--- src/assert_macros.svh ---
// Assertion helpers used by the parser unit RTL file.
`ifndef ASSERT_MACROS_SVH
`define ASSERT_MACROS_SVH

// Same-cycle implication, checked outside reset.
`define ASSERT_SAME(lbl, clk, rst_n, ante, cons, msg) \
  lbl: assert property (@(posedge clk) disable iff (!rst_n) (ante) |-> (cons)) \
    else $error(msg);

// Next-cycle implication, checked outside reset.
`define ASSERT_NEXT(lbl, clk, rst_n, ante, cons, msg) \
  lbl: assert property (@(posedge clk) disable iff (!rst_n) (ante) |=> (cons)) \
    else $error(msg);

`endif

--- src/jhdp_pkg.sv ---
package jhdp_pkg;

  typedef enum logic [2:0] {
    PH_START0,
    PH_START1,
    PH_MARKHI,
    PH_MARKLO,
    PH_LENHI,
    PH_LENLO,
    PH_PAYLOAD,
    PH_STOP
  } phase_e;

  typedef enum logic [1:0] {
    ST_OK,
    ST_NO_SOI,
    ST_MALFORMED,
    ST_TRUNCATED
  } status_e;

  localparam logic [7:0]  SoiByte0     = 8'hFF;
  localparam logic [7:0]  SoiByte1     = 8'hD8;
  localparam logic [15:0] SofFirst     = 16'hFFC0;
  localparam logic [15:0] SofLast      = 16'hFFCF;
  localparam logic [15:0] DhtMarker    = 16'hFFC4;
  localparam logic [15:0] JpgMarker    = 16'hFFC8;
  localparam logic [15:0] MinLength    = 16'd2;
  localparam logic [15:0] MinSofLength = 16'd7;
  localparam logic [2:0]  PosSat       = 3'd5;

  typedef struct packed {
    phase_e      phase;
    logic [15:0] marker;
    logic [15:0] remain;
    logic [2:0]  pos;
    logic [15:0] height;
    logic [15:0] width;
    logic        found;
    status_e     err;
    logic        frame;
    logic [15:0] pend_h;
    logic [15:0] pend_w;
  } state_t;

  localparam state_t StateReset = '{
    phase:  PH_START0,
    marker: 16'd0,
    remain: 16'd0,
    pos:    3'd0,
    height: 16'd0,
    width:  16'd0,
    found:  1'b0,
    err:    ST_OK,
    frame:  1'b0,
    pend_h: 16'd0,
    pend_w: 16'd0
  };

  function automatic logic is_frame_marker(input logic [15:0] m);
    return (m >= SofFirst) && (m <= SofLast) && (m != DhtMarker) && (m != JpgMarker);
  endfunction

endpackage

--- src/jhdp_step.sv ---
module jhdp_step (
  input  jhdp_pkg::state_t  cur_i,
  input  logic [7:0]        byte_i,
  output jhdp_pkg::state_t  nxt_o,
  output jhdp_pkg::status_e status_o
);

  jhdp_pkg::status_e end_st;
  logic [15:0]       len;
  logic [15:0]       rem_len;
  logic [15:0]       rem_dec;
  logic              seg_frame;

  assign len       = {cur_i.remain[15:8], byte_i};
  assign rem_len   = len - jhdp_pkg::MinLength;
  assign rem_dec   = cur_i.remain - 16'd1;
  assign seg_frame = jhdp_pkg::is_frame_marker(cur_i.marker);

  always_comb begin
    nxt_o  = cur_i;
    end_st = jhdp_pkg::ST_OK;
    unique case (cur_i.phase)
      jhdp_pkg::PH_START0: begin
        if (byte_i != jhdp_pkg::SoiByte0) begin
          nxt_o.err   = jhdp_pkg::ST_NO_SOI;
          nxt_o.phase = jhdp_pkg::PH_STOP;
        end else begin
          nxt_o.phase = jhdp_pkg::PH_START1;
          end_st      = jhdp_pkg::ST_NO_SOI;
        end
      end
      jhdp_pkg::PH_START1: begin
        if (byte_i != jhdp_pkg::SoiByte1) begin
          nxt_o.err   = jhdp_pkg::ST_NO_SOI;
          nxt_o.phase = jhdp_pkg::PH_STOP;
        end else begin
          nxt_o.phase = jhdp_pkg::PH_MARKHI;
        end
      end
      jhdp_pkg::PH_MARKHI: begin
        nxt_o.marker = {byte_i, 8'd0};
        nxt_o.phase  = jhdp_pkg::PH_MARKLO;
        end_st       = jhdp_pkg::ST_TRUNCATED;
      end
      jhdp_pkg::PH_MARKLO: begin
        nxt_o.marker = {cur_i.marker[15:8], byte_i};
        nxt_o.phase  = jhdp_pkg::PH_LENHI;
        end_st       = jhdp_pkg::ST_TRUNCATED;
      end
      jhdp_pkg::PH_LENHI: begin
        nxt_o.remain = {byte_i, 8'd0};
        nxt_o.phase  = jhdp_pkg::PH_LENLO;
        end_st       = jhdp_pkg::ST_TRUNCATED;
      end
      jhdp_pkg::PH_LENLO: begin
        nxt_o.frame = seg_frame;
        if ((len < jhdp_pkg::MinLength) || (seg_frame && (len < jhdp_pkg::MinSofLength))) begin
          nxt_o.err   = jhdp_pkg::ST_MALFORMED;
          nxt_o.phase = jhdp_pkg::PH_STOP;
        end else begin
          nxt_o.remain = rem_len;
          nxt_o.pos    = 3'd0;
          if (rem_len == 16'd0) begin
            nxt_o.phase = jhdp_pkg::PH_MARKHI;
          end else begin
            nxt_o.phase = jhdp_pkg::PH_PAYLOAD;
            if (seg_frame) begin
              end_st = jhdp_pkg::ST_TRUNCATED;
            end
          end
        end
      end
      jhdp_pkg::PH_PAYLOAD: begin
        if (cur_i.frame && (cur_i.pos < jhdp_pkg::PosSat)) begin
          case (cur_i.pos)
            3'd1: nxt_o.pend_h = {byte_i, 8'd0};
            3'd2: nxt_o.pend_h = {cur_i.pend_h[15:8], byte_i};
            3'd3: nxt_o.pend_w = {byte_i, 8'd0};
            3'd4: begin
              nxt_o.pend_w = {cur_i.pend_w[15:8], byte_i};
              nxt_o.height = cur_i.pend_h;
              nxt_o.width  = {cur_i.pend_w[15:8], byte_i};
              nxt_o.found  = 1'b1;
            end
            default: ;
          endcase
          if (cur_i.pos < 3'd4) begin
            end_st = jhdp_pkg::ST_TRUNCATED;
          end
        end
        if (cur_i.pos < jhdp_pkg::PosSat) begin
          nxt_o.pos = cur_i.pos + 3'd1;
        end
        nxt_o.remain = rem_dec;
        if (rem_dec == 16'd0) begin
          nxt_o.phase = jhdp_pkg::PH_MARKHI;
        end
      end
      default: ;
    endcase
  end

  assign status_o = (nxt_o.err != jhdp_pkg::ST_OK) ? nxt_o.err : end_st;

endmodule

--- src/jpeg_header_dimension_parser_unit.sv ---
// JPEG frame dimension parser.
// Input channel: one stream byte per item (data_byte_i, last_i) on in_valid_i
// and in_ready_o. The parser checks the FF D8 start marker, walks the marker
// segments and picks height and width out of every start-of-frame segment.
// Output channel: one item (height_o, width_o, frame_found_o, status_o) on
// out_valid_o and out_ready_i, produced only for the byte flagged last.
// Status: 0 ok, 1 no start marker, 2 malformed segment, 3 truncated header.
// Throughput is one byte per cycle while no result item is stalled: the state
// update is a single pass of logic from the state register into itself.
// Latency: the result item is valid in the cycle after the last byte is
// accepted, held in the output register.
// A stalled receiver holds the result; input stays open while the output
// register is empty or being drained in the same cycle.
// After a last byte the parser returns to its reset state for a new stream.
// Reset empties the output register and restarts the marker search.
`include "assert_macros.svh"

module jpeg_header_dimension_parser_unit (
  input  logic        clk_i,
  input  logic        rst_ni,
  input  logic        in_valid_i,
  output logic        in_ready_o,
  input  logic [7:0]  data_byte_i,
  input  logic        last_i,
  output logic        out_valid_o,
  input  logic        out_ready_i,
  output logic [15:0] height_o,
  output logic [15:0] width_o,
  output logic        frame_found_o,
  output logic [1:0]  status_o
);

  jhdp_pkg::state_t  state_q;
  jhdp_pkg::state_t  state_d;
  jhdp_pkg::state_t  step_nxt;
  jhdp_pkg::status_e step_status;
  logic              in_fire;
  logic              out_valid_q;
  logic              out_valid_d;
  logic [15:0]       height_q;
  logic [15:0]       width_q;
  logic              found_q;
  jhdp_pkg::status_e status_q;

  jhdp_step u_step (
    .cur_i    (state_q),
    .byte_i   (data_byte_i),
    .nxt_o    (step_nxt),
    .status_o (step_status)
  );

  assign in_ready_o = !out_valid_q || out_ready_i;
  assign in_fire    = in_valid_i && in_ready_o;

  always_comb begin
    state_d     = state_q;
    out_valid_d = out_valid_q && !out_ready_i;
    if (in_fire) begin
      if (last_i) begin
        state_d     = jhdp_pkg::StateReset;
        out_valid_d = 1'b1;
      end else begin
        state_d = step_nxt;
      end
    end
  end

  always_ff @(posedge clk_i or negedge rst_ni) begin
    if (!rst_ni) begin
      state_q     <= jhdp_pkg::StateReset;
      out_valid_q <= 1'b0;
    end else begin
      state_q     <= state_d;
      out_valid_q <= out_valid_d;
    end
  end

  always_ff @(posedge clk_i) begin
    if (in_fire && last_i) begin
      height_q <= step_nxt.height;
      width_q  <= step_nxt.width;
      found_q  <= step_nxt.found;
      status_q <= step_status;
    end
  end

  assign out_valid_o   = out_valid_q;
  assign height_o      = height_q;
  assign width_o       = width_q;
  assign frame_found_o = found_q;
  assign status_o      = status_q;

  `ASSERT_SAME(a_stall_blocks_input, clk_i, rst_ni, out_valid_o && !out_ready_i,
               !in_ready_o, "Input accepted while a result item is stalled.")
  `ASSERT_NEXT(a_last_gives_result, clk_i, rst_ni, in_fire && last_i,
               out_valid_o, "Last byte did not produce a result item.")
  `ASSERT_NEXT(a_last_restarts, clk_i, rst_ni, in_fire && last_i,
               state_q.phase == jhdp_pkg::PH_START0, "Parser did not restart after last byte.")
  `ASSERT_SAME(a_stop_has_error, clk_i, rst_ni, state_q.phase == jhdp_pkg::PH_STOP,
               state_q.err != jhdp_pkg::ST_OK, "Parser stopped without an error code.")

endmodule

--- config.mk ---
export PLATFORM = sky130hd
export DESIGN_NAME = jpeg_header_dimension_parser_unit
export DESIGN_NICKNAME = d
export VERILOG_FILES = /design/src/jhdp_pkg.sv /design/src/jhdp_step.sv /design/src/jpeg_header_dimension_parser_unit.sv
export VERILOG_INCLUDE_DIRS = /design/src /design/src/src
export SDC_FILE = /design/constraint.sdc
export NUM_CORES = 1
export LEC_CHECK = 0
export BUFFER_PORTS_ARGS = -buffer_cell sky130_fd_sc_hd__clkbuf_2
export CAP_MARGIN = 20
export CORE_MARGIN = 2
export CORE_UTILIZATION = 62
export CTS_BUF_LIST = sky130_fd_sc_hd__clkbuf_4 sky130_fd_sc_hd__clkbuf_8
export DETAILED_ROUTE_END_ITERATION = 12
export MAX_ROUTING_LAYER = met4
export PLACE_DENSITY = 0.82
export SLEW_MARGIN = 0
export SYNTH_ARGS = -nofsm -noshare
export SYNTH_HDL_FRONTEND = slang
export SYNTH_SLANG_ARGS = --single-unit
--- constraint.sdc ---
create_clock -name clk_i -period 2.9 [get_ports clk_i]
set_input_delay 0.435 -clock clk_i [delete_from_list [all_inputs] [get_ports clk_i]]
set_output_delay 0.435 -clock clk_i [all_outputs]
set_load 0.01 [all_outputs]
==> impl_summary.txt, run 1 <==
----------------------------------------------------
[Floorplan]
  Starting Density ... 64.4%
  Die extent in x ... around 110 µm
  Vertical extent of the die ... 108 µm
  I/O pin count ... 50
  Die area ... roughly 12,000 µm²
  Placement row count ... 37
  Area of the core ... ~10,000 µm²

[Clock network]
  Total number of clock tree sinks ... 134
  Clock insertion delay at the later pin of the skew report ... roughly 460 ps
  Root Buffer Master ... sky130_fd_sc_hd__clkbuf_8
  Reg clk slew, reported paths ... ~70 ps
  # H-tree levels ... 4
  Maximum clock insertion buffer count ... 2
  Total clock buffers created by CTS ... 17
  Buffer count from post-CTS setup fixing ... 0
  CTS tree ... yes

[Routing]
  WL final ... between 15 and 20 mm
  Via count normalized by instance count ... ~6.3
  Number of nets with antenna violations after routing ... 0
  # DRC ... 0
  Starting DRC count in detailed routing ... 457
  Average routed wire per standard cell ... around 20 µm
  Routed via count ... between 5,000 and 6,000
  TritonRoute pass-1 iters ... 5

[Placed design]
  Standard cell area after detailed placement ... roughly 7200 µm²
  Worst slack after detailed placement ... around 140 ps
  HPWL after detailed placement ... roughly 12 mm
  Number of buffers inserted by port buffering ... 49
  Placer's final routability congestion estimate ... about 0.94

[Synth]
  EDFF count, synth ... 35
  Cell types with the largest area share after synthesis ... sky130_fd_sc_hd__dfrtp_1 37%, sky130_fd_sc_hd__edfxtp_1 16%, sky130_fd_sc_hd__nand2_1 7.4%, sky130_fd_sc_hd__a22o_1 5.1%, sky130_fd_sc_hd__o21ai_0 3.1%
  Synth Area per Inst ... 9.87 µm²
  Most frequently used flop master after synthesis ... sky130_fd_sc_hd__dfrtp_1
  Library cell occupying the most area in the post-synthesis netlist ... sky130_fd_sc_hd__dfrtp_1
  Number of distinct library cells after synthesis ... 73
  Post-synthesis instance total ... around 680
  Summed instance area of the synthesized netlist ... ~6700 µm²
  Most frequent cells after synthesis ... 133 x sky130_fd_sc_hd__nand2_1, 99 x sky130_fd_sc_hd__dfrtp_1, 42 x sky130_fd_sc_hd__o21ai_0
  Sequential area share after synthesis ... 52.6%
  Flip-flop and latch count after synthesis ... 134
  Fraction of synthesis flops using an asynchronous set or reset pin ... approximately 74%
  Most repeated cell in the gate-level netlist after synthesis ... sky130_fd_sc_hd__nand2_1
  Nets in the synthesized netlist ... 700
  Share of Yosys cell area claimed by the top area cell type ... a little under two fifths
  Count of warnings emitted by yosys ... 0

[Timing]
  Worst-case setup margin in the final layout ... around 430 ps
  RSZ-0062 raised after global routing ... no
  Transition time of the tightest slew-check pin ... 1000 ps
  Final setup skew ... around 12 ps
  Minimum clock period after layout ... around 2500 ps
  Period utilisation layout ... a little under nine tenths
  Fin. Hold Viols ... 0
  Peak clock frequency supported by timing ... 0.404 GHz
  Setup violation total in the final timing report ... 0
  Post-route setup TNS ... 0 ps
  Worst rel slew slack ... between 30 and 40%
  Final number of max-transition violations ... 0

[Cells and area]
  Area used by sequential logic in the layout ... between 3000 and 4000 µm²
  Fraction of layout cells with a size suffix above 1 ... approximately a fifth
  Area of all placed cells without fillers ... between 7000 and 8000 µm²
  Area growth syn-to-layout ... 12.9%
  Area of the multi-input gates ... 2930 µm²
  Net total in the final layout ... 752
  Fillers ... ~740
  Antenna cells ... 0

[Worst hold path]
  Worst min-delay path endpoint ... out_valid_o
  Class of the worst hold path ... primary input to flip-flop
  Number of instances on the worst hold path ... 3
  Start point of the worst hold path ... out_ready_i

[Setup path]
  Data required time of the worst path ... 3230 ps
  Kind of capture point of the worst setup path ... flip-flop
  Worst Reg-to-Reg Cells ... 6
  R2r endpoint ... state_q[25]
  Library cell contributing the largest single delay on the critical path ... sky130_fd_sc_hd__dfrtp_1
  Flop2flop setup slack ... roughly 430 ps
  Crit path cell chain ... nand3b_1 > a21oi_2 > nand2_1 > nor4b_1 > o21a_1 > mux2_2
  Critical path arrival ... between 2000 and 3000 ps
  Maximum fanout along the worst path ... 16
  Crit path launch type ... flip-flop
  Path type of the worst setup path ... flip-flop to flip-flop
  Highest cell delay on the worst timing path ... between 600 and 700 ps
  Crit Reg-Reg Startpoint ... state_q[105]

[Run status]
  Result of the run ... completed

[Global route]
  Global routing usage summed across all routing layers ... between 30% and 40%
  Sum of overflow across all layers after global routing ... 0
  First-pass GRT wire length ... approximately 28 mm
  Initial antenna violation count ... 0
  Via count of the first global-routing pass ... between 5,000 and 6,000
  Largest net degree at the start of global routing ... 77

[Power]
  Power per cell area ... slightly above 700 nW/µm²
  Total power ... about 5.4 mW
  Leakage ... 3.39 nW
  Peak VDD IR ... about 470 µV

[Job]
  Maxcap violations ... 0

----------------------------------------------------
==> cell families after synthesis <==
logic type | share of synthesized area, %
AOI/OAI and AO/OA | 19.8
xor gates and xnor gates | 1.29
adders and majority gates | 1.49
buffers and inverters | 3.83
DFF | 52.6
muxes | 1.74
and+or+nand+nor | 19.3
==> what timing repair did <==
item	4_1_cts	5_1_grt
hold buffers	1	0
resized for setup	0	0
endpoints found under the setup margin	0	0
hold endpoints to repair	23	0
==> state kept, by name (all words and copies together) (netlist names) <==
name / count
state_q: 98
frame_found_o: 1
height_o: 16
status_o: 2
out_valid_o: 1
width_o: 16
==> routing by layer <==
layer	track usage (%)	vias to the layer above	part of all wire, %
li1	-	2564	-
met1	42.1	2717	41
met2	52.6	262	50
met3	6.51	31	7.2
met4	10.4	0	1.7
met5	-	-	0
==> where the power goes <==
group	switching [mW]	internal, mW	leakage [nW]	total [mW]
Combinational	0.965	0.615	1.53	1.58
Sequential	0.267	2.18	1.67	2.45
Clock	0.709	0.694	0.189	1.40
==> area by class of cell <==
class | instances | area share, %
Clock buffer | 25 | 4.05
Clock inverter | 7 | 0.661
Sequential cell | 134 | 46.6
Timing Repair Buffer | 83 | 7.11
Inverter | 12 | 0.595
Multi-Input combinational cell | 483 | 38.7
Tap cell | 136 | 2.25
==> critical path, delay by kind of cell, from the launching register on <==
family | cells | cell delay (ps)
AO/OA/AOI/OAI | 2 | 720
flip-flops | 1 | 610
multiplexers | 1 | 380
AND/OR/NAND/NOR | 3 | 640
==> cell usage in the layout, fill, tap and decap left out, types with 3 or more instances in the layout <==
cell and count:
sky130_fd_sc_hd__buf_4 31, sky130_fd_sc_hd__a22o_1 39, sky130_fd_sc_hd__o21a_1 3, sky130_fd_sc_hd__clkbuf_2 48, sky130_fd_sc_hd__a22oi_1 7, sky130_fd_sc_hd__nor4_1 5, sky130_fd_sc_hd__dfrtp_1 99, sky130_fd_sc_hd__xor2_1 5
sky130_fd_sc_hd__clkbuf_4 6, sky130_fd_sc_hd__a31oi_1 6, sky130_fd_sc_hd__and2_1 4, sky130_fd_sc_hd__o21ai_1 4, sky130_fd_sc_hd__nor2_1 39, sky130_fd_sc_hd__nand2b_1 14, sky130_fd_sc_hd__mux2_2 9, sky130_fd_sc_hd__o41ai_1 10
sky130_fd_sc_hd__xnor2_1 3, sky130_fd_sc_hd__inv_1 12, sky130_fd_sc_hd__nand4_1 6, sky130_fd_sc_hd__o31ai_1 20, sky130_fd_sc_hd__a21oi_1 27, sky130_fd_sc_hd__nand3_1 6, sky130_fd_sc_hd__o21ai_0 42, sky130_fd_sc_hd__clkbuf_8 19
sky130_fd_sc_hd__edfxtp_1 35, sky130_fd_sc_hd__nand2_1 133, sky130_fd_sc_hd__clkinv_4 3, sky130_fd_sc_hd__or4_1 3, sky130_fd_sc_hd__or3_1 4, sky130_fd_sc_hd__nor3_1 14, sky130_fd_sc_hd__nor4b_1 4, sky130_fd_sc_hd__ha_1 8
sky130_fd_sc_hd__or2_2 6, sky130_fd_sc_hd__nor2b_1 12
==> metrics by stage <==
step,cells,hold slack (ps),utilization [%]
floorplan,679,139,-
global placement,845,365,68.9
detailed placement,845,367,68.9
CTS,878,318,72.4
global route,880,343,72.6
finish,880,336,72.6
==> worst max-delay path by stage <==
stage                   start           to  slack, ps  depth (start not counted)
6_report         state_q[105]  state_q[25]        430                          6
3_5_place_dp   data_byte_i[4]  status_o[1]        140                          8
3_3_place_gp   data_byte_i[4]  status_o[1]        150                          8
2_1_floorplan  data_byte_i[6]  status_o[1]        350                          7
5_1_grt          state_q[105]  state_q[25]        240                          6
4_1_cts           state_q[69]  state_q[40]        320                          8
Power figures use the tool's default switching activity.
==> inputs of run 2 (changes only) <==
Clock period 2.9 ns to 2.5 ns, I/O delays scaled along.
==> run 2 against run 1 <==
Net effect: wire length down 1.7%; clock skew shrank 3.2 ps; count of clock-buffer cells in the layout fell by 5; worst hold slack lost 77 ps; critical path type unchanged; largest power group unchanged.
==> impl_summary.txt, run 2 (same netlist as run 1, synthesis figures left out) <==
----------------------------------------------------
[Run status]
  Result of the run ... completed

[Floorplan]
  I/O pin count ... 50 (unchanged)
  Area of the core ... 10,400 µm² (unchanged)
  Die extent in x ... 108 µm (unchanged)
  Starting Density ... 64.4% (unchanged)
  Placement row count ... 37 (unchanged)
  Vertical extent of the die ... 108 µm (unchanged)
  Die area ... 11,700 µm² (unchanged)

[Global route]
  Sum of overflow across all layers after global routing ... 0 (unchanged)
  Initial antenna violation count ... 0 (unchanged)
  Largest net degree at the start of global routing ... 58 (-25%)
  Gr busiest metal ... met2
  Via count of the first global-routing pass ... 5,544 (+1.2%)
  First-pass GRT wire length ... 27.7 mm (-1.4%)
  Global routing usage summed across all routing layers ... 32.2% (-0.51 points)
  Met2 layer usage reported by global route ... 51.8% (-0.81 points)
  Global routing usage on met3 ... 6.99% (+0.48 points)
  Met1 usage in global routing ... 40.1% (-2.0 points)

[Cells and area]
  Net total in the final layout ... 765 (+1.7%)
  Register ranked first by flip-flop count ... state_q
  Fin util ... 74.4% (+1.8 points)
  Most frequent standard cell in the layout excluding fill and tap cells ... sky130_fd_sc_hd__nand2_1
  Antenna cells ... 0 (unchanged)
  Number of flip-flops in the largest register ... 98 (unchanged)
  Top library cells by usage in the layout, fill and taps aside ... 133 x sky130_fd_sc_hd__nand2_1, 99 x sky130_fd_sc_hd__dfrtp_1, 48 x sky130_fd_sc_hd__clkbuf_2
  Fraction of layout cells with a size suffix above 1 ... 21.2% (+1.5 points)
  Area growth syn-to-layout ... 15.7%

[Timing]
  Final number of max-transition violations ... 0 (unchanged)
  Peak clock frequency supported by timing ... 0.416 GHz (+2.8%)
  Setup violation total in the final timing report ... 0 (unchanged)
  Fin. Hold Viols ... 0 (unchanged)
  Transition time of the tightest slew-check pin ... 959 ps (-42.3 ps)
  Post-route setup TNS ... 0 ps (unchanged)
  Minimum clock period after layout ... 2410 ps (-67.4 ps)
  Worst rel slew slack ... 35.6% (+2.8 points)
  Final setup skew ... 8.70 ps (-3.23 ps)
  Period utilisation layout ... 96.2% (+11 points)
  RSZ-0062 raised after global routing ... no

[Routing]
  # DRC ... 0 (unchanged)
  Routed via count ... 5,640 (+1.2%)
  Number of nets with antenna violations after routing ... 0 (unchanged)
  Starting DRC count in detailed routing ... 449 (-1.8%)
  Via count normalized by instance count ... 6.32 (-0.18%)
  TritonRoute pass-1 iters ... 5 (unchanged)
  Average routed wire per standard cell ... 19.2 µm (-3.0%)
  WL final ... 17.1 mm (-1.7%)

[Placed design]
  Number of buffers inserted by port buffering ... 49 (unchanged)
  Placer's final routability congestion estimate ... 0.986 (+4.9%)
  HPWL after detailed placement ... 11.8 mm (about the same)

[Clock network]
  # H-tree levels ... 4 (unchanged)
  Total clock buffers created by CTS ... 17 (unchanged)
  Total number of clock tree sinks ... 134 (unchanged)
  Buffer count from post-CTS setup fixing ... 0 (unchanged)
  Maximum clock insertion buffer count ... 2 (unchanged)
  Root Buffer Master ... sky130_fd_sc_hd__clkbuf_8
  Reg clk slew, reported paths ... 70 ps (about the same)
  Clock insertion delay at the later pin of the skew report ... 460 ps (about the same)
  CTS tree ... yes

[Power]
  Total power ... 6.75 mW (+24%)
  Power per cell area ... 871 nW/µm² (+21%)
  Leakage ... 3.49 nW (+2.7%)
  Peak VDD IR ... 573 µV (+21%)

[Setup path]
  Data required time of the worst path ... 2690 ps (-540 ps)
  Crit path cell chain ... or4_4 > or3_1 > nor4b_2 > buf_4 > a2bb2oi_2 > o221ai_1
  Kind of capture point of the worst setup path ... flip-flop
  Maximum fanout along the worst path ... 4 (-12)
  Path type of the worst setup path ... flip-flop to flip-flop
  Library cell contributing the largest single delay on the critical path ... sky130_fd_sc_hd__or4_4
  Critical path arrival ... 2600 ps (-210 ps)
  Count of buffering cells on the critical path with inverters included ... 1 (+1)
  Highest cell delay on the worst timing path ... 520 ps (-90 ps)
  Crit path launch type ... flip-flop
  Cell family with the largest share of critical-path delay ... simple AND/OR/NAND/NOR gates

[Job]
  Maxcap violations ... 0 (unchanged)

[Worst hold path]
  Class of the worst hold path ... primary input to flip-flop

----------------------------------------------------
[run 2: cell types whose count changed in the layout (fill, tap and decap cells not counted), sizes merged]
cell	delta
buf	+13
clkbuf	-5
bufinv	+4
[run 2: worst reg2reg max path: cells and delay by family (launching register included)]
family	cells	cell delay [ps]
buf+inv	1	170
compound gates	2	330
flops	1	420
simple gates	3	1210
[run 2: through the flow]
stage	setup WS (ps)	instances	hold slack (ps)	cell area, µm²
CTS	58.5	891	234	7740
finish	93.9	892	259	7750
global route	10.7	892	254	7750
detailed placement	-247	859	422	7280
global placement	-248	859	414	7280
floorplan	12.1	679	79.4	6700
[run 2: cell type report]
class,instances,area (µm²)
Clock buffer,20,269
Clock inverter,11,173
Fill cell,718,2660
Inverter,12,45.0
Multi-Input combinational cell,483,2940
Sequential cell,134,3530
Tap cell,136,170
Timing Repair Buffer,96,628
[run 2: final timing paths]
path                       slack [ps]  cells past startpoint   startpoint     endpoint
setup / recovery                   90                      6  state_q[82]  status_o[1]
hold / removal                    260                      3   in_valid_i  state_q[34]
setup reg to reg                   90                      6  state_q[82]  status_o[1]
hold reg to reg                   480                      2  state_q[88]  state_q[88]
max in group asynchronous        1320                      3       rst_ni  state_q[64]
min in group asynchronous         460                      2       rst_ni  state_q[33]
[run 2: power by group]
group          leakage (nW)  total, mW  switching, mW  internal, mW
Combinational          1.59       1.93           1.16         0.771
Clock                 0.223       2.00          0.849          1.15
Sequential             1.67       2.83          0.303          2.53
Total                  3.49       6.75           2.31          4.45
[run 2: layer usage]
metal / vias to the layer above / wire length, µm
met1: 2768 / 7010
met2: 235 / 8560
met3: 43 / 1090
met4: 0 / 447
met5: - / 0
li1: 2594 / -
[run 2: what timing repair did]
item	4_1_cts	5_1_grt
hold endpoints to repair	42	0
resized for setup	1	1
hold buffers	1	0
endpoints found under the setup margin	1	1
